===== src/rtl/spectral_whiten_autogain_hold_core_defines.svh =====
// ----------------------------------------------------------------------------
// Assertion macros for the spectral whitening core
// Concurrent assertion wrappers that vanish in synthesis builds.
// ----------------------------------------------------------------------------
`ifndef SPECTRAL_WHITEN_AUTOGAIN_HOLD_CORE_DEFINES_SVH
`define SPECTRAL_WHITEN_AUTOGAIN_HOLD_CORE_DEFINES_SVH

`ifndef SYNTHESIS
`define SWAH_ASSERT(label, clk, rst_n, prop) \
    label: assert property (@(posedge clk) disable iff (!rst_n) (prop)) \
        else $error("swah assertion failed");
`define SWAH_ASSERT_NEVER(label, clk, rst_n, cond) \
    `SWAH_ASSERT(label, clk, rst_n, !(cond))
`else
`define SWAH_ASSERT(label, clk, rst_n, prop)
`define SWAH_ASSERT_NEVER(label, clk, rst_n, cond)
`endif

`endif


===== src/rtl/swah_fifo.sv =====
// ----------------------------------------------------------------------------
// swah_fifo
// Two-entry word queue that decouples a producer from a consumer.
// ----------------------------------------------------------------------------
`default_nettype none

module swah_fifo #(
    parameter int WIDTH = 34
) (
    input  wire logic             clk,
    input  wire logic             rst_n,
    input  wire logic             push,
    input  wire logic [WIDTH-1:0] wdata,
    output logic                  full,
    input  wire logic             pop,
    output logic      [WIDTH-1:0] rdata,
    output logic                  empty
);

    logic [WIDTH-1:0] mem_reg [2];
    logic             wr_ptr_reg;
    logic             rd_ptr_reg;
    logic [1:0]       count_reg;
    logic             do_push;
    logic             do_pop;

    assign full    = (count_reg == 2'd2);
    assign empty   = (count_reg == 2'd0);
    assign do_push = push && !full;
    assign do_pop  = pop && !empty;
    assign rdata   = mem_reg[rd_ptr_reg];

    always_ff @(posedge clk or negedge rst_n)
    begin
        if (!rst_n)
        begin
            wr_ptr_reg <= 1'b0;
            rd_ptr_reg <= 1'b0;
            count_reg  <= 2'd0;
        end
        else
        begin
            if (do_push)
            begin
                wr_ptr_reg <= ~wr_ptr_reg;
            end
            if (do_pop)
            begin
                rd_ptr_reg <= ~rd_ptr_reg;
            end
            if (do_push && !do_pop)
            begin
                count_reg <= count_reg + 2'd1;
            end
            else if (do_pop && !do_push)
            begin
                count_reg <= count_reg - 2'd1;
            end
        end
    end

    always_ff @(posedge clk)
    begin
        if (do_push)
        begin
            mem_reg[wr_ptr_reg] <= wdata;
        end
    end

endmodule

`default_nettype wire


===== config.mk =====
export PLATFORM = sky130hd
export DESIGN_NAME = swah_fifo
export DESIGN_NICKNAME = d
export VERILOG_FILES = /design/src/rtl/spectral_whiten_autogain_hold_core_defines.svh /design/src/rtl/swah_fifo.sv
export SDC_FILE = /design/constraint.sdc
export NUM_CORES = 1
export LEC_CHECK = 0
export BUFFER_PORTS_ARGS = -buffer_cell sky130_fd_sc_hd__buf_2
export CAP_MARGIN = 20
export CORE_ASPECT_RATIO = 2
export CORE_UTILIZATION = 38
export DETAILED_ROUTE_END_ITERATION = 16
export GPL_TIMING_DRIVEN = 0
export SLEW_MARGIN = 20
export SYNTH_ARGS = -nofsm -noshare
export SYNTH_HDL_FRONTEND = slang
export SYNTH_SLANG_ARGS = --single-unit

===== constraint.sdc =====
create_clock -name clk -period 3.6 [get_ports clk]
set_clock_uncertainty 0.2 [all_clocks]
set_input_delay 0.9 -clock clk [delete_from_list [all_inputs] [get_ports clk]]
set_output_delay 0.9 -clock clk [all_outputs]
set_load 0.05 [all_outputs]

==> impl_summary.log <==
INFO  metric postCtsResizedCells = 0
INFO  metric timing_max_transition_violations_final = 0
INFO  metric finalSetupViolations = 0
INFO  metric design.portCount = between 70 and 80
INFO  metric hold_path.class = input pin to asynchronous set/reset pin
INFO  metric hold_slack = ~170 ps
INFO  metric first_iter_violations = 34
INFO  metric synth-warning-count = 0
INFO  metric vdd_drop_max = between 500 and 600 uV
INFO  metric cts-root-buf = clkbuf_16
INFO  metric cts_hold_repair.buffers = 0
INFO  metric worst_pin_slew = 503 ps
INFO  metric routed_wire_length_per_instance = about 14 microns
INFO  metric ys_seq_area_frac = 0.765
INFO  metric leakagePower = 1.46 nW
INFO  metric wl = approximately 4400 microns
INFO  metric synth_seq_cells = 72
INFO  metric start_util = 0.388
INFO  metric vias = approximately 1.4k
INFO  metric dominantRegCellSynth = edfxtp_1
INFO  metric synth.top_cell.area_share = 0.729
INFO  metric critical_path.startpoint_type = flop
INFO  metric io_buffer_count = 73
INFO  metric setup.worst_path.end_class = primary output
INFO  metric dr.pass1.iters = 4
INFO  metric finalNetCount = between 200 and 300
INFO  metric diodes_inserted = 0
INFO  metric stdcell_count = 306
INFO  metric drive_above_1_share = 0.579
INFO  metric grt_max_degree = 22
INFO  metric dp_hpwl = around 3000 microns
INFO  metric dpl_cell_area = approximately 3300 sq um
INFO  metric clkSinkCount = approximately 70
INFO  metric number_of_enable_type_register_cells_in_the_synthesized_netlist = 68
INFO  metric async_set_or_reset_register_ratio_after_synthesis = 0.0556
INFO  metric setup_ws = just under 1000 ps
INFO  metric critical_path.max_fanout = 10
INFO  metric max_freq = 382 MHz
INFO  metric post-route-util = 0.498
INFO  metric cell_count_after_synthesis = 125
INFO  metric path_clk_slew = about 50 ps
INFO  metric synth.area.top_cells = edfxtp_1 (73%), mux2_4 (16%), dfrtp_1 (3.6%), buf_12 (2.1%), mux2_2 (2.0%)
INFO  metric cts_htree_levels = 3
INFO  metric met3_usage = 0.0544
INFO  metric largest_register_ffs = 68
INFO  metric worstSkewPairLatency = approximately 330 ps
INFO  metric timing.final.crit_period = ~2600 ps
INFO  metric report.final.hold_viol_count = 0
INFO  metric setup_repair_after_global_routing_missed_its_margin = false
INFO  metric placed_cells_incl_taps = 292
INFO  metric post-route-drc-count = 0
INFO  metric placeableCoreArea = between 7000 and 8000 sq um
INFO  metric period_share = 0.727
INFO  metric timing_worst_setup_path_type = flop to primary output
INFO  metric floorplan.die.width = ~63 microns
INFO  metric number_of_vias_per_cell_after_detailed_routing = 4.49
INFO  metric pre_cts_slack = roughly 1300 ps
INFO  metric synth.largest_area_cell = edfxtp_1
INFO  metric grt_util_met2 = 0.215
INFO  metric maxCapViolations = 0
INFO  metric fin_setup_tns = 0 ps
INFO  metric via_count_of_the_first_global_routing_pass = 1368
INFO  metric design_power_total = ~3.5 mW
INFO  metric crit_arrival = roughly 1500 ps
INFO  metric die_h = roughly 120 microns
INFO  metric syn_area_per_cell = roughly 22 sq um
INFO  metric postCtsSetupRepairBufs = 0
INFO  metric grt.met1_usage = 0.116
INFO  metric floorplan.die_area = 7740 sq um
INFO  metric floorplan.rows = between 40 and 50
INFO  metric antenna_violating_nets_post_route = 0
INFO  metric syn_to_final_growth = 28.1%
INFO  metric cts_inserted_buffers = 9
INFO  metric grt_pass1_wl = between 6000 and 7000 microns
INFO  metric cts-root-to-sink-buffers = 2
INFO  metric cts_tree = yes
INFO  metric gp_congestion = 0.684
INFO  metric result_of_the_run = complete, no violations
INFO  metric yosysUniqueCellTypes = 15
INFO  metric globalRouteTotalUtil = 0.124
INFO  metric power_density = 985 nW/um^2
INFO  metric synth_most_common_cell = edfxtp_1
INFO  metric grt_antenna_before_repair = 0
INFO  metric worst_slew_margin_rel = 0.664
INFO  metric globalRouteOverflowTotal = 0
INFO  metric global_route.peak_usage_layer = met2
INFO  metric number_of_nets_in_the_synthesized_netlist = about 160
INFO  metric synth_area = 2800 sq um
INFO  metric critical_path_required = 2500 ps
INFO  metric finalInstanceArea = 3590 sq um
INFO  metric synth.top_cells.by_count = edfxtp_1 (68), mux2_4 (29), mux2_2 (5), dfrtp_1 (4)
[cells by family (layout without fill, tap and decap cells)]
logic type                 Yosys count  in the layout  share of synthesized area
muxes                               34             34                      0.176
buffers and inverters                6             95                     0.0281
AOI/OAI and AO/OA                    1              1                    0.00178
DFF                                 72             72                      0.765
xor gates and xnor gates             5              5                     0.0156
and+or+nand+nor                      6              6                    0.00983
adders and majority gates            1              1                    0.00447
[worst paths after layout]
check                        startpoint              to  slack [ps]  depth (start not counted)
max                          rd_ptr_reg       rdata[20]         980                          4
max reg2reg                count_reg[0]  mem_reg[0][10]        1720                          4
max in group asynchronous         rst_n      rd_ptr_reg        2910                          1
min in group clk           count_reg[1]    count_reg[1]         320                          1
min                               rst_n    count_reg[0]         170                          1
min reg2reg                count_reg[1]    count_reg[1]         320                          1
[per-layer routing]
layer / vias to the layer above / routed length, microns
li1: 651 / -
met3: 11 / 225
met4: 0 / 128
met2: 45 / 2530
met1: 666 / 1490
met5: - / 0
[layout make-up]
cell class | instances | area, sq um
Timing Repair Buffer | 75 | 420
Fill cell | 647 | 3620
Multi-Input combinational cell | 47 | 589
Inverter | 2 | 7.51
Clock inverter | 3 | 11.3
Clock buffer | 11 | 233
Buffer | 4 | 71.3
Tap cell | 92 | 115
Sequential cell | 72 | 2140
[power by group]
group / internal [mW] / switching, mW
clock: 0.450 / 0.286
combinational: 0.562 / 1.03
sequential: 1.15 / 0.0625
total: 2.16 / 1.37
[cell usage in the layout (no fill, tap or decap), drive strengths merged]
cell type   n
edfxtp     68
nand2       1
xor2        2
mux2       34
nor2        3
nand2b      1
buf        79
and3        1
xnor2       3
o21ai       1
ha          1
inv         2
clkinv      3
dfrtp       4
clkbuf     11
[worst max-delay path, stage by stage (launching register included)]
cell	delay, ps
dfrtp_1	370
buf_6	150
buf_12	150
mux2_4	290
buf_2	210
Note: power is estimated with default switching activity, not from simulation.
