--- config.mk ---
export PLATFORM = sky130hd
export DESIGN_NAME = swah_front
export DESIGN_NICKNAME = d
export VERILOG_FILES = /design/src/rtl/spectral_whiten_autogain_hold_core_defines.svh /design/src/rtl/swah_pkg.sv /design/src/rtl/swah_fifo.sv /design/src/rtl/swah_front.sv
export SDC_FILE = /design/constraint.sdc
export NUM_CORES = 1
export LEC_CHECK = 0
export BUFFER_PORTS_ARGS = -buffer_cell sky130_fd_sc_hd__buf_2
export CAP_MARGIN = 20
export CORE_ASPECT_RATIO = 0.9
export CORE_MARGIN = 10
export CORE_UTILIZATION = 56
export CTS_BUF_LIST = sky130_fd_sc_hd__clkbuf_4 sky130_fd_sc_hd__clkbuf_8
export CTS_CLUSTER_SIZE = 30
export DETAILED_ROUTE_END_ITERATION = 6
export PLACE_DENSITY = 0.81
export SYNTH_ARGS = -nofsm -noshare
export SYNTH_HDL_FRONTEND = slang
export SYNTH_SLANG_ARGS = --single-unit
--- constraint.sdc ---
create_clock -name clk -period 3.2 [get_ports clk]
set_clock_uncertainty 0.1 [all_clocks]
set_input_delay 0.64 -clock clk [delete_from_list [all_inputs] [get_ports clk]]
set_output_delay 0.64 -clock clk [all_outputs]
set_load 0.005 [all_outputs]
--- src/rtl/spectral_whiten_autogain_hold_core_defines.svh ---
// ----------------------------------------------------------------------------
// Assertion macros for the spectral whitening core
// Concurrent assertion wrappers that vanish in synthesis builds.
// ----------------------------------------------------------------------------
`ifndef SPECTRAL_WHITEN_AUTOGAIN_HOLD_CORE_DEFINES_SVH
`define SPECTRAL_WHITEN_AUTOGAIN_HOLD_CORE_DEFINES_SVH

`ifndef SYNTHESIS
`define SWAH_ASSERT(label, clk, rst_n, prop) \
    label: assert property (@(posedge clk) disable iff (!rst_n) (prop)) \
        else $error("swah assertion failed");
`define SWAH_ASSERT_NEVER(label, clk, rst_n, cond) \
    `SWAH_ASSERT(label, clk, rst_n, !(cond))
`else
`define SWAH_ASSERT(label, clk, rst_n, prop)
`define SWAH_ASSERT_NEVER(label, clk, rst_n, cond)
`endif

`endif

--- src/rtl/swah_pkg.sv ---
// ----------------------------------------------------------------------------
// swah_pkg
// Shared constants, types and helpers of the spectral whitening core.
// ----------------------------------------------------------------------------
`default_nettype none

package swah_pkg;

    localparam int BINS_DEFAULT = 512;

    localparam int MAG_W       = 24;
    localparam int FACTOR_W    = 17;
    localparam int BIN_INDEX_W = 9;
    localparam int LEVEL_W     = 24;

    localparam int CFG_ADDR_W = 2;
    localparam logic [CFG_ADDR_W-1:0] REG_SMOOTH_SPEED = 2'd0;
    localparam logic [CFG_ADDR_W-1:0] REG_DECAY        = 2'd1;

    localparam logic [FACTOR_W-1:0] ONE_Q16      = 17'd65536;
    localparam logic [FACTOR_W-1:0] SMOOTH_RESET = 17'd3277;
    localparam logic [FACTOR_W-1:0] DECAY_RESET  = 17'd62259;
    localparam logic [MAG_W-1:0]    PEAK_RESET   = 24'd65536;
    localparam logic [MAG_W-1:0]    MAX24        = 24'hFFFFFF;

    // Divider: quotient bits resolved per cycle and resulting step count.
    localparam int QUOT_W    = 24;
    localparam int DIV_BITS  = 4;
    localparam int DIV_STEPS = QUOT_W / DIV_BITS;
    localparam int DIV_CNT_W = $clog2(DIV_STEPS);

    typedef enum logic [3:0] {
        B_CLEAR,
        B_IDLE,
        B_MIXAVG,
        B_DIFF,
        B_DIVSET,
        B_DIV,
        B_HOLD,
        B_WRITE,
        B_PEAK,
        B_PEAKW
    } back_state_t;

    typedef struct packed {
        logic clearing;
    } back_status_t;

    typedef struct packed {
        logic [BIN_INDEX_W-1:0] bin_index;
        logic [LEVEL_W-1:0]     level;
        logic                   last;
    } result_t;

    function automatic logic [FACTOR_W-1:0] sat_factor(input logic [FACTOR_W-1:0] f);
        return (f > ONE_Q16) ? ONE_Q16 : f;
    endfunction

endpackage

`default_nettype wire

--- src/rtl/swah_fifo.sv ---
// ----------------------------------------------------------------------------
// swah_fifo
// Two-entry word queue that decouples a producer from a consumer.
// ----------------------------------------------------------------------------
`default_nettype none

module swah_fifo #(
    parameter int WIDTH = 34
) (
    input  wire logic             clk,
    input  wire logic             rst_n,
    input  wire logic             push,
    input  wire logic [WIDTH-1:0] wdata,
    output logic                  full,
    input  wire logic             pop,
    output logic      [WIDTH-1:0] rdata,
    output logic                  empty
);

    logic [WIDTH-1:0] mem_reg [2];
    logic             wr_ptr_reg;
    logic             rd_ptr_reg;
    logic [1:0]       count_reg;
    logic             do_push;
    logic             do_pop;

    assign full    = (count_reg == 2'd2);
    assign empty   = (count_reg == 2'd0);
    assign do_push = push && !full;
    assign do_pop  = pop && !empty;
    assign rdata   = mem_reg[rd_ptr_reg];

    always_ff @(posedge clk or negedge rst_n)
    begin
        if (!rst_n)
        begin
            wr_ptr_reg <= 1'b0;
            rd_ptr_reg <= 1'b0;
            count_reg  <= 2'd0;
        end
        else
        begin
            if (do_push)
            begin
                wr_ptr_reg <= ~wr_ptr_reg;
            end
            if (do_pop)
            begin
                rd_ptr_reg <= ~rd_ptr_reg;
            end
            if (do_push && !do_pop)
            begin
                count_reg <= count_reg + 2'd1;
            end
            else if (do_pop && !do_push)
            begin
                count_reg <= count_reg - 2'd1;
            end
        end
    end

    always_ff @(posedge clk)
    begin
        if (do_push)
        begin
            mem_reg[wr_ptr_reg] <= wdata;
        end
    end

endmodule

`default_nettype wire

--- src/rtl/swah_front.sv ---
// ----------------------------------------------------------------------------
// swah_front
// Accepts input words, tags each with its bin position and queues it.
// ----------------------------------------------------------------------------
`default_nettype none

module swah_front #(
    parameter int BINS = swah_pkg::BINS_DEFAULT
) (
    input  wire logic                                   clk,
    input  wire logic                                   rst_n,
    input  wire logic                                   push,
    output logic                                        full,
    input  wire logic [swah_pkg::MAG_W-1:0]             magnitude,
    input  wire logic                                   frame_end,
    input  wire swah_pkg::back_status_t                 status,
    input  wire logic                                   item_pop,
    output logic                                        item_empty,
    output logic [swah_pkg::MAG_W+$clog2(BINS):0]       item_data
);

    localparam int IDX_W  = $clog2(BINS);
    localparam int ITEM_W = swah_pkg::MAG_W + 1 + IDX_W;

    logic [IDX_W-1:0]  cnt_reg;
    logic [IDX_W-1:0]  cnt_next;
    logic              q_full;
    logic              accept;
    logic [ITEM_W-1:0] item_in;

    // No words are taken while the back end sweeps its bin stores.
    assign full    = q_full || status.clearing;
    assign accept  = push && !full;
    assign item_in = {magnitude, frame_end, cnt_reg};

    always_comb
    begin
        if (frame_end || (cnt_reg == IDX_W'(BINS - 1)))
        begin
            cnt_next = '0;
        end
        else
        begin
            cnt_next = cnt_reg + 1'b1;
        end
    end

    always_ff @(posedge clk or negedge rst_n)
    begin
        if (!rst_n)
        begin
            cnt_reg <= '0;
        end
        else if (accept)
        begin
            cnt_reg <= cnt_next;
        end
    end

    swah_fifo #(
        .WIDTH (ITEM_W)
    ) u_item_q (
        .clk   (clk),
        .rst_n (rst_n),
        .push  (accept),
        .wdata (item_in),
        .full  (q_full),
        .pop   (item_pop),
        .rdata (item_data),
        .empty (item_empty)
    );

endmodule

`default_nettype wire

==> reports/metrics.cfg, run 1 <==
[cts]
postCtsResizedCells=0
cts_tree=done
clock-root-buffer=clkbuf_8
numCtsBuffers=9
cts.sinks=81
clockBufferDepth=2
htreeDepth=3
cts_setup_buffers=0
clk_latency_ns=0.34
clk_pin_slew_ns=0.08
postCtsHoldBufs=0

[layout]
antennaDiodeCount=0
final_cell_mix=edfxtp_1, buf_2, mux2_2
n_fill_cell=368
syn_to_final_growth_pct=19.3
largest_register_ffs=68
final_nets=284
drive_gt1_share_pct=51.2
final_core_util_pct=70.4
final_common_cell=edfxtp_1

[pwr]
intPower_uw=2060
clockPowerShare_pct=25.2
p_sw_share_pct=27.6
peakVddDrop_v=0.000593
power_density_nw_per_um2=751
p_comb_share_pct=25.7
seq_power_share_pct=49.0
leakage_uw=0.00147
p_sw_uw=784

[timing]
setup_viol=0
final_hold_viol_count=0
report.final.slew_viol_count=0
period_needed_ns=2.40
worstMarginPinSlew_ns=0.469
slew_headroom_pct=68.8
tns_ns=0
fmax_mhz=417
fin_crit_sh_pct=75.0
rsz0062_at_grt=false

[outcome]
outcome=complete, no violations

[synthesis]
netlist-cell-type-count=25
yosysTopAreaCell=edfxtp_1
yosys_warnings=0
synth_seq_cells=81
netlist_instances=178
avgSynthCellArea_um2=17.8
yosys.area.top_type_share_pct=64.3
synth_seq_area_share_pct=74.5
synth_area_leaders=edfxtp_1, mux2_2, dfrtp_1, o31ai_2, nand3_1
syn-num-nets=211
netlist_area_um2=3180

[die]
start_util_pct=59.0
io-pin-count=66
dieArea_um2=9090
die_h_um=91.5
rows=25
die_w_um=99.4
coreArea_um2=5380

[routing]
dr.pass1.iters=4
wire_per_inst_um=18.1
vias_per_cell=5.36
drtIter0Drc=85
drc=0
ant_nets=0
routed_wl_mm=5.84
vias=1730

[place]
hpwl_mm=4.08
place.gp.congestion=0.767
numPortBuffers=65

[worst_setup_path]
crit_start=u_item_q.rd_ptr_reg
worstPathRequired_ns=2.46
reg2reg_from=cnt_reg[0]
start_kind=flip-flop
worst_setup_path_end_kind=output port
critPathMaxFanout=34
cp.arrival_ns=1.66
critPathKind=reg -> out

[global_route]
antenna_found_initial=0
grt_max_degree=35
grt.total_usage_pct=13.1
grt_overflow=0
first_global_vias=1788
grt_pass1_wl_mm=9.31

[hold_path]
worst_hold_path_type=in -> async

[run]
cap_violations=0

logic make-up after synthesis:
group | count (synthesis) | synth area share [%]
xor+xnor | 5 | 1.38
buf+inv | 8 | 1.50
flops | 81 | 74.5
simple gates | 30 | 5.28
mux | 34 | 12.1
compound gates | 17 | 4.10
fa+ha+maj | 3 | 1.18
worst max-delay path, cell delays in order, from the launching register on:
cell and delay [ns]:
dfrtp_1 0.38, buf_4 0.40, mux2_2 0.40, buf_2 0.13
synthesized netlist by cell type, drive strengths merged:
| library cell | n |
|---|---|
| buf | 5 |
| nor2 | 8 |
| clkinv | 1 |
| nand3 | 8 |
| xor2 | 2 |
| or2 | 1 |
| mux2 | 34 |
| o31ai | 5 |
| ha | 3 |
| a31oi | 3 |
| nand3b | 1 |
| xnor2 | 3 |
| inv | 1 |
| and3 | 4 |
| dfrtp | 13 |
| or2b | 1 |
| clkbuf | 1 |
| o21ai | 9 |
| nand2b | 1 |
| nand2 | 6 |
| edfxtp | 68 |
per-layer routing:
| layer | track usage [%] | part of all wire (%) | vias up |
|---|---|---|---|
| met2 | 21.7 | 51 | 48 |
| met5 | 0 | 0 | - |
| met4 | 3.58 | 0.69 | 0 |
| li1 | - | - | 829 |
| met3 | 5.45 | 6.2 | 6 |
| met1 | 15.3 | 42 | 847 |
layout make-up:
type	count	area [um2]	area share, %
flip-flops and latches	81	2370	62.5
clock buffers	10	131	3.47
clock inverters	6	68.8	1.82
repair buffers	68	348	9.18
well taps	67	83.8	2.21
multi-input cells	89	777	20.5
inverters	2	12.5	0.330
stage by stage:
step,cell area [um2],worst slack [ns],power (uW),hold slack (ns),instances
global placement,3590,1.13,2150,0.362,307
detailed placement,3590,1.06,2170,0.370,307
global route,3790,0.705,3000,0.0798,323
CTS,3790,0.755,2890,0.0725,323
finish,3790,0.800,2840,0.0750,323
floorplan,3180,0.272,1870,0.244,178
worst paths after layout:
check,depth (start not counted),slack [ns],endpoint
max in group asynchronous,1,2.69,cnt_reg[5]
min in group clk,1,0.38,u_item_q.mem_reg[1][27]
worst max-delay path,3,0.80,item_data[18]
worst min register to register,1,0.40,u_item_q.rd_ptr_reg
worst min-delay path,1,0.08,cnt_reg[2]
worst max register to register,8,1.02,cnt_reg[7]
power groups by stage:
stage               clock network, uW  logic, uW  registers, uW
detailed placement                  0        750           1420
CTS                               734        756           1400
global route                      783        810           1410
global placement                    0        745           1410
floorplan                           0        476           1400
finish                            718        732           1390
Note: power is estimated with default switching activity, not from simulation.
==> inputs of run 2 (changes only) <==
--- a/config.mk
+++ b/config.mk
@@ -5,6 +5,7 @@
 export SDC_FILE = /design/constraint.sdc
 export NUM_CORES = 1
 export LEC_CHECK = 0
+export ABC_AREA = 1
 export BUFFER_PORTS_ARGS = -buffer_cell sky130_fd_sc_hd__buf_2
 export CAP_MARGIN = 20
 export CORE_ASPECT_RATIO = 0.9
==> constraint.sdc (replaced) <==
create_clock -name clk -period 2.34 [get_ports clk]
set_clock_uncertainty 0.1 [all_clocks]
set_input_delay 0.468 -clock clk [delete_from_list [all_inputs] [get_ports clk]]
set_output_delay 0.468 -clock clk [all_outputs]
set_load 0.005 [all_outputs]
==> reports/metrics.cfg, run 2 <==
[outcome]
outcome=complete, no violations

[cts]
cts.sinks=81  ; unchanged
clockBufferDepth=2  ; unchanged
cts_setup_buffers=0  ; unchanged
numCtsBuffers=9  ; unchanged
clock-root-buffer=clkbuf_8
clk_pin_slew_ns=0.08  ; about the same
cts_tree=done
clk_latency_ns=0.34  ; about the same
htreeDepth=3  ; unchanged

[die]
coreArea_um2=5600  ; +4.0%
start_util_pct=57.1  ; -1.9 points
rows=26  ; +4.0%
dieArea_um2=9130  ; +0.47%
die_h_um=91.7  ; +0.23%
io-pin-count=66  ; unchanged
die_w_um=99.6  ; +0.24%

[place]
hpwl_mm=4.47  ; +9.5%
numPortBuffers=65  ; unchanged
place.gp.congestion=0.802  ; +4.5%

[synthesis]
yosysTopAreaCell=edfxtp_1
synth_seq_cells=81  ; unchanged
synth_seq_area_share_pct=74.1  ; -0.44 points
synth_edf_count=68  ; unchanged
netlist-cell-type-count=21  ; -16%
ys.flop_type=edfxtp_1
yosys_warnings=0  ; unchanged
yosysMostFrequentCell=nand2_1
syn-num-nets=303  ; +44%
synth_area_leaders=edfxtp_1, nand2_1, dfrtp_1, nor2_1, inv_1
netlist_area_um2=3200  ; +0.59%
yosys.area.top_type_share_pct=63.9  ; -0.38 points
async_reset_ff_share_pct=16.0  ; unchanged
synthTopCellsByCount=nand2_1, edfxtp_1, nor2_1
avgSynthCellArea_um2=11.8  ; -34%
netlist_instances=270  ; +52%

[worst_setup_path]
worstPathRequired_ns=1.77  ; -0.69 ns
start_kind=flip-flop
path_buf_inv=3  ; +1
crit_chain=clkinv_1, buf_12, nand2_1, nand2_1, buf_2
cp.arrival_ns=1.42  ; -0.24 ns
cpPeakStageDelay_ns=0.35  ; -0.05 ns
path_common_cell=nand2_1
critPathMaxFanout=29  ; -15%
slowest_stage=dfrtp_1
worst_setup_path_end_kind=output port
critPathKind=reg -> out
critical_path.top_delay_family=buffers and inverters

[routing]
drtIter0Drc=158  ; +86%
dr.pass1.iters=5  ; +1
drc=0  ; unchanged
routed_wl_mm=6.37  ; +9.1%
ant_nets=0  ; unchanged
vias_per_cell=5.02  ; -6.2%
vias=2099  ; +21%
wire_per_inst_um=15.2  ; -16%

[pwr]
p_sw_share_pct=31.1  ; +3.5 points
leakage_uw=0.00170  ; +16%
finalPower_uw=4150  ; +46%
p_sw_uw=1290  ; +65%
seq_power_share_pct=46.0  ; -3.0 points
clockPowerShare_pct=25.5  ; +0.3 points
p_comb_share_pct=28.6  ; +2.9 points
power_density_nw_per_um2=1070  ; +43%
intPower_uw=2860  ; +39%
peakVddDrop_v=0.000585  ; -1.2%

[timing]
worstMarginPinSlew_ns=0.428  ; -0.0405 ns
rsz0062_at_grt=false
final_hold_viol_count=0  ; unchanged
period_needed_ns=1.99
slew_headroom_pct=71.1  ; +2.4 points
fin_crit_sh_pct=84.9
setup_viol=0  ; unchanged
fmax_mhz=503
report.final.slew_viol_count=0  ; unchanged

[layout]
syn_to_final_growth_pct=20.8
final_core_util_pct=69.0  ; -1.4 points
final_nets=377  ; +33%
drive_gt1_share_pct=26.7  ; -24 points
largest_register_ffs=68  ; unchanged
final_common_cell=nand2_1
final_cell_mix=nand2_1, edfxtp_1, buf_2
n_fill_cell=420  ; +14%
antennaDiodeCount=0  ; unchanged

[global_route]
grt_pass1_wl_mm=10.2  ; +9.7%
grt.total_usage_pct=14.1  ; +0.97 points
antenna_found_initial=0  ; unchanged
grt_overflow=0  ; unchanged
grt_max_degree=35  ; unchanged
first_global_vias=2093  ; +17%

[hold_path]
worst_hold_path_type=in -> reg

[run]
cap_violations=0  ; unchanged

## run 2: cell count changes after synthesis, sizes merged, moves of 2 or more
| cell | previous run | this run |
|---|---|---|
| a21oi | 0 | 5 |
| nor2 | 8 | 15 |
| o21ai | 9 | 7 |
| mux2 | 34 | 0 |
| inv | 1 | 12 |
| and3 | 4 | 0 |
| a31oi | 3 | 0 |
| clkbuf | 1 | 3 |
| o31ai | 5 | 0 |
| nand2 | 6 | 124 |
## run 2: path summary, 6_finish.rpt
check | to | from | depth (start not counted) | slack, ns
worst max-delay path | item_data[17] | u_item_q.rd_ptr_reg | 5 | 0.35
worst min-delay path | u_item_q.mem_reg[0][29] | magnitude[19] | 1 | 0.21
worst max register to register | cnt_reg[1] | cnt_reg[0] | 9 | 0.42
worst min register to register | u_item_q.mem_reg[0][6] | cnt_reg[6] | 0 | 0.42
max in group asynchronous | cnt_reg[5] | rst_n | 2 | 1.45
min in group asynchronous | cnt_reg[7] | rst_n | 2 | 0.45
## run 2: power groups by stage
stage / clock network [uW] / logic, uW / registers, uW
CTS: 1080 / 1220 / 1910
detailed placement: 0 / 1210 / 1940
global placement: 0 / 1190 / 1920
global route: 1140 / 1350 / 1930
finish: 1060 / 1190 / 1910
floorplan: 0 / 677 / 1910
## run 2: timing repair
item / CTS / global route
setup endpoints to repair: 0 / 0
resized for setup: 0 / 0
hold buffers: 1 / 0
endpoints found under the hold margin: 13 / 0
## run 2: cell families (layout without fill, tap and decap cells)
kind of cell,count (synthesis),in the layout,synth area share [%]
compound gates,12,12,1.88
flops,81,81,74.1
fa+ha+maj,3,3,1.17
simple gates,148,148,18.6
xor+xnor,5,5,1.37
buf+inv,21,99,2.86
## run 2: metal layers
layer | vias up | share of wire, % | GRT usage, %
met5 | - | 0 | 0
met4 | 0 | 2.3 | 7.16
met2 | 57 | 48 | 22.6
met1 | 988 | 44 | 16.4
met3 | 15 | 5.7 | 4.95
li1 | 1039 | - | -
## run 2: cell type report
class                           instances  area, um2  share of cell area, %
Clock buffer                            9        124                   3.21
Tap cell                               70       87.6                   2.27
Clock inverter                          6       83.8                   2.17
Multi-Input combinational cell        168        752                   19.5
Timing Repair Buffer                   71        398                   10.3
Sequential cell                        81       2370                   61.3
Inverter                               13       48.8                   1.26
## run 2: through the flow
stage	TNS, ns	worst slack (ns)	instances	instance area (um2)	hold slack, ns
after floorplan	-27.81	-0.409	270	3200	0.0724
after global placement	0	0.497	402	3640	0.276
after detailed placement	0	0.450	402	3640	0.279
after CTS	0	0.335	418	3860	0.196
after global routing	0	0.219	418	3860	0.194
final	0	0.353	418	3860	0.210
==> inputs of run 3 (changes only) <==
--- a/config.mk
+++ b/config.mk
@@ -5,7 +5,7 @@
 export SDC_FILE = /design/constraint.sdc
 export NUM_CORES = 1
 export LEC_CHECK = 0
-export ABC_AREA = 1
+export ABC_AREA = 0
 export BUFFER_PORTS_ARGS = -buffer_cell sky130_fd_sc_hd__buf_2
 export CAP_MARGIN = 20
 export CORE_ASPECT_RATIO = 0.9
==> constraint.sdc (replaced) <==
create_clock -name clk -period 1.89 [get_ports clk]
set_clock_uncertainty 0.1 [all_clocks]
set_input_delay 0.378 -clock clk [delete_from_list [all_inputs] [get_ports clk]]
set_output_delay 0.378 -clock clk [all_outputs]
set_load 0.005 [all_outputs]
==> reports/metrics.cfg, run 3 (synthesis gave the netlist of run 1 again) <==
[outcome]
outcome=complete, but fails checks
violations=setup timing

[routing]
drtIter0Drc=85  ; -46%
routed_wl_mm=6.26  ; -1.7%
vias_per_cell=5.32  ; +5.9%
wire_per_inst_um=18.5  ; +22%
drc=0  ; unchanged
vias=1798  ; -14%
ant_nets=0  ; unchanged
dr.pass1.iters=4  ; -1

[timing]
final_hold_viol_count=0  ; unchanged
setup_viol=34  ; +34
rsz0062_at_grt=true
tns_ns=-1.20  ; -1.20 ns
fmax_mhz=513
fin_crit_sh_pct=103
report.final.slew_viol_count=0  ; unchanged
postLayoutSetupSlackWorst_ns=-0.0589  ; -0.412 ns
worstMarginPinSlew_ns=0.307  ; -0.121 ns
slew_headroom_pct=79.3  ; +8.2 points
period_needed_ns=1.95

[cts]
clk_pin_slew_ns=0.08  ; about the same
clockBufferDepth=2  ; unchanged
cts.sinks=81  ; unchanged
htreeDepth=3  ; unchanged
cts_tree=done
clk_latency_ns=0.34  ; about the same
clock-root-buffer=clkbuf_8
numCtsBuffers=9  ; unchanged

[layout]
largest_register_ffs=68  ; unchanged
final_cell_mix=edfxtp_1, buf_2, mux2_2
antennaDiodeCount=0  ; unchanged
final_nets=300  ; -20%
drive_gt1_share_pct=55.7  ; +29 points
fin_area_um2=4110  ; +6.4%
syn_to_final_growth_pct=29.3
final_cells=338  ; -19%
final_common_cell=edfxtp_1
final_core_util_pct=76.3  ; +7.3 points

[worst_setup_path]
path_buf_inv=2  ; -1
critical_path.top_delay_family=flip-flops
worstPathRequired_ns=1.41  ; -0.36 ns
slowest_stage=dfrtp_2
critPathMaxFanout=13  ; -55%
crit_chain=clkbuf_16, mux2_2, buf_2
cp.arrival_ns=1.47  ; +0.05 ns
critPathKind=reg -> out
cpPeakStageDelay_ns=0.45  ; +0.10 ns
worst_setup_path_end_kind=output port
start_kind=flip-flop

[global_route]
grt_pass1_wl_mm=9.57  ; -6.3%
grt_overflow=0  ; unchanged
grt_max_degree=35  ; unchanged
first_global_vias=1938  ; -7.4%
grt.total_usage_pct=13.3  ; -0.79 points
antenna_found_initial=0  ; unchanged

[die]
coreArea_um2=5380  ; -3.8%
die_w_um=99.4  ; -0.24%
rows=25  ; -3.8%
die_h_um=91.5  ; -0.23%
start_util_pct=59.0  ; +1.9 points
io-pin-count=66  ; unchanged
dieArea_um2=9090  ; -0.46%

[pwr]
peakVddDrop_v=0.000936  ; +60%
power_density_nw_per_um2=1290  ; +20%
leakage_uw=0.00161  ; -5.2%

[place]
dpl_cell_area_um2=3740  ; +2.5%
place_inst=316  ; -21%
hpwl_mm=4.05  ; -9.4%
numPortBuffers=65  ; unchanged
place.gp.congestion=0.818  ; +2.0%

[run]
cap_violations=0  ; unchanged

[hold_path]
worst_hold_path_type=in -> reg

-- run 3: cell type report --
type	count	area, um2
multi-input combinational	89	856
clock buffer	10	131
sequential	81	2370
fill	311	1270
timing repair buffer	84	573
tap	67	83.8
inverter	2	12.5
clock inverter	5	81.3
-- run 3: path summary, 6_finish.rpt --
kind | startpoint | depth (start not counted) | slack (ns) | end
min in group asynchronous | rst_n | 2 | 0.35 | cnt_reg[1]
min | magnitude[11] | 1 | 0.12 | u_item_q.mem_reg[1][21]
max in group asynchronous | rst_n | 2 | 1.09 | u_item_q.rd_ptr_reg
min reg2reg | u_item_q.count_reg[1] | 1 | 0.44 | u_item_q.count_reg[1]
max | u_item_q.rd_ptr_reg | 3 | -0.06 | item_data[3]
max reg2reg | cnt_reg[1] | 8 | 0.01 | cnt_reg[6]
-- run 3: metal layers --
layer  part of all wire [%]  routed length [um]  GRT usage [%]
met1                     42                2600           15.0
met2                     51                3170           22.2
met3                    6.0                 375           5.53
met4                    1.7                 104           4.65
met5                      0                   0              0
-- run 3: stage by stage --
step	hold slack [ns]	total power [uW]	setup WS, ns
final	0.120	5320	-0.0589
after global routing	0.105	5590	-0.114
after CTS	0.103	5110	-0.0687
after detailed placement	0.187	3790	0.0376
after global placement	0.185	3760	0.0855
after floorplan	-0.0176	3180	-0.306
-- run 3: power by group --
group / switching [uW] / leakage [uW] / total (uW) / internal [uW]
Sequential: 129 / 0.000789 / 2370 / 2240
Combinational: 723 / 0.000720 / 1630 / 909
Clock: 568 / 0.000106 / 1320 / 751
-- run 3: timing repair --
| item | CTS | global route |
|---|---|---|
| pin swaps | 0 | 4 |
| hold buffers | 1 | 0 |
| setup buffers | 0 | 5 |
| setup endpoints to repair | 34 | 39 |
| gates resized for setup | 0 | 17 |
| hold endpoints to repair | 13 | 0 |
| gates cloned | 0 | 1 |
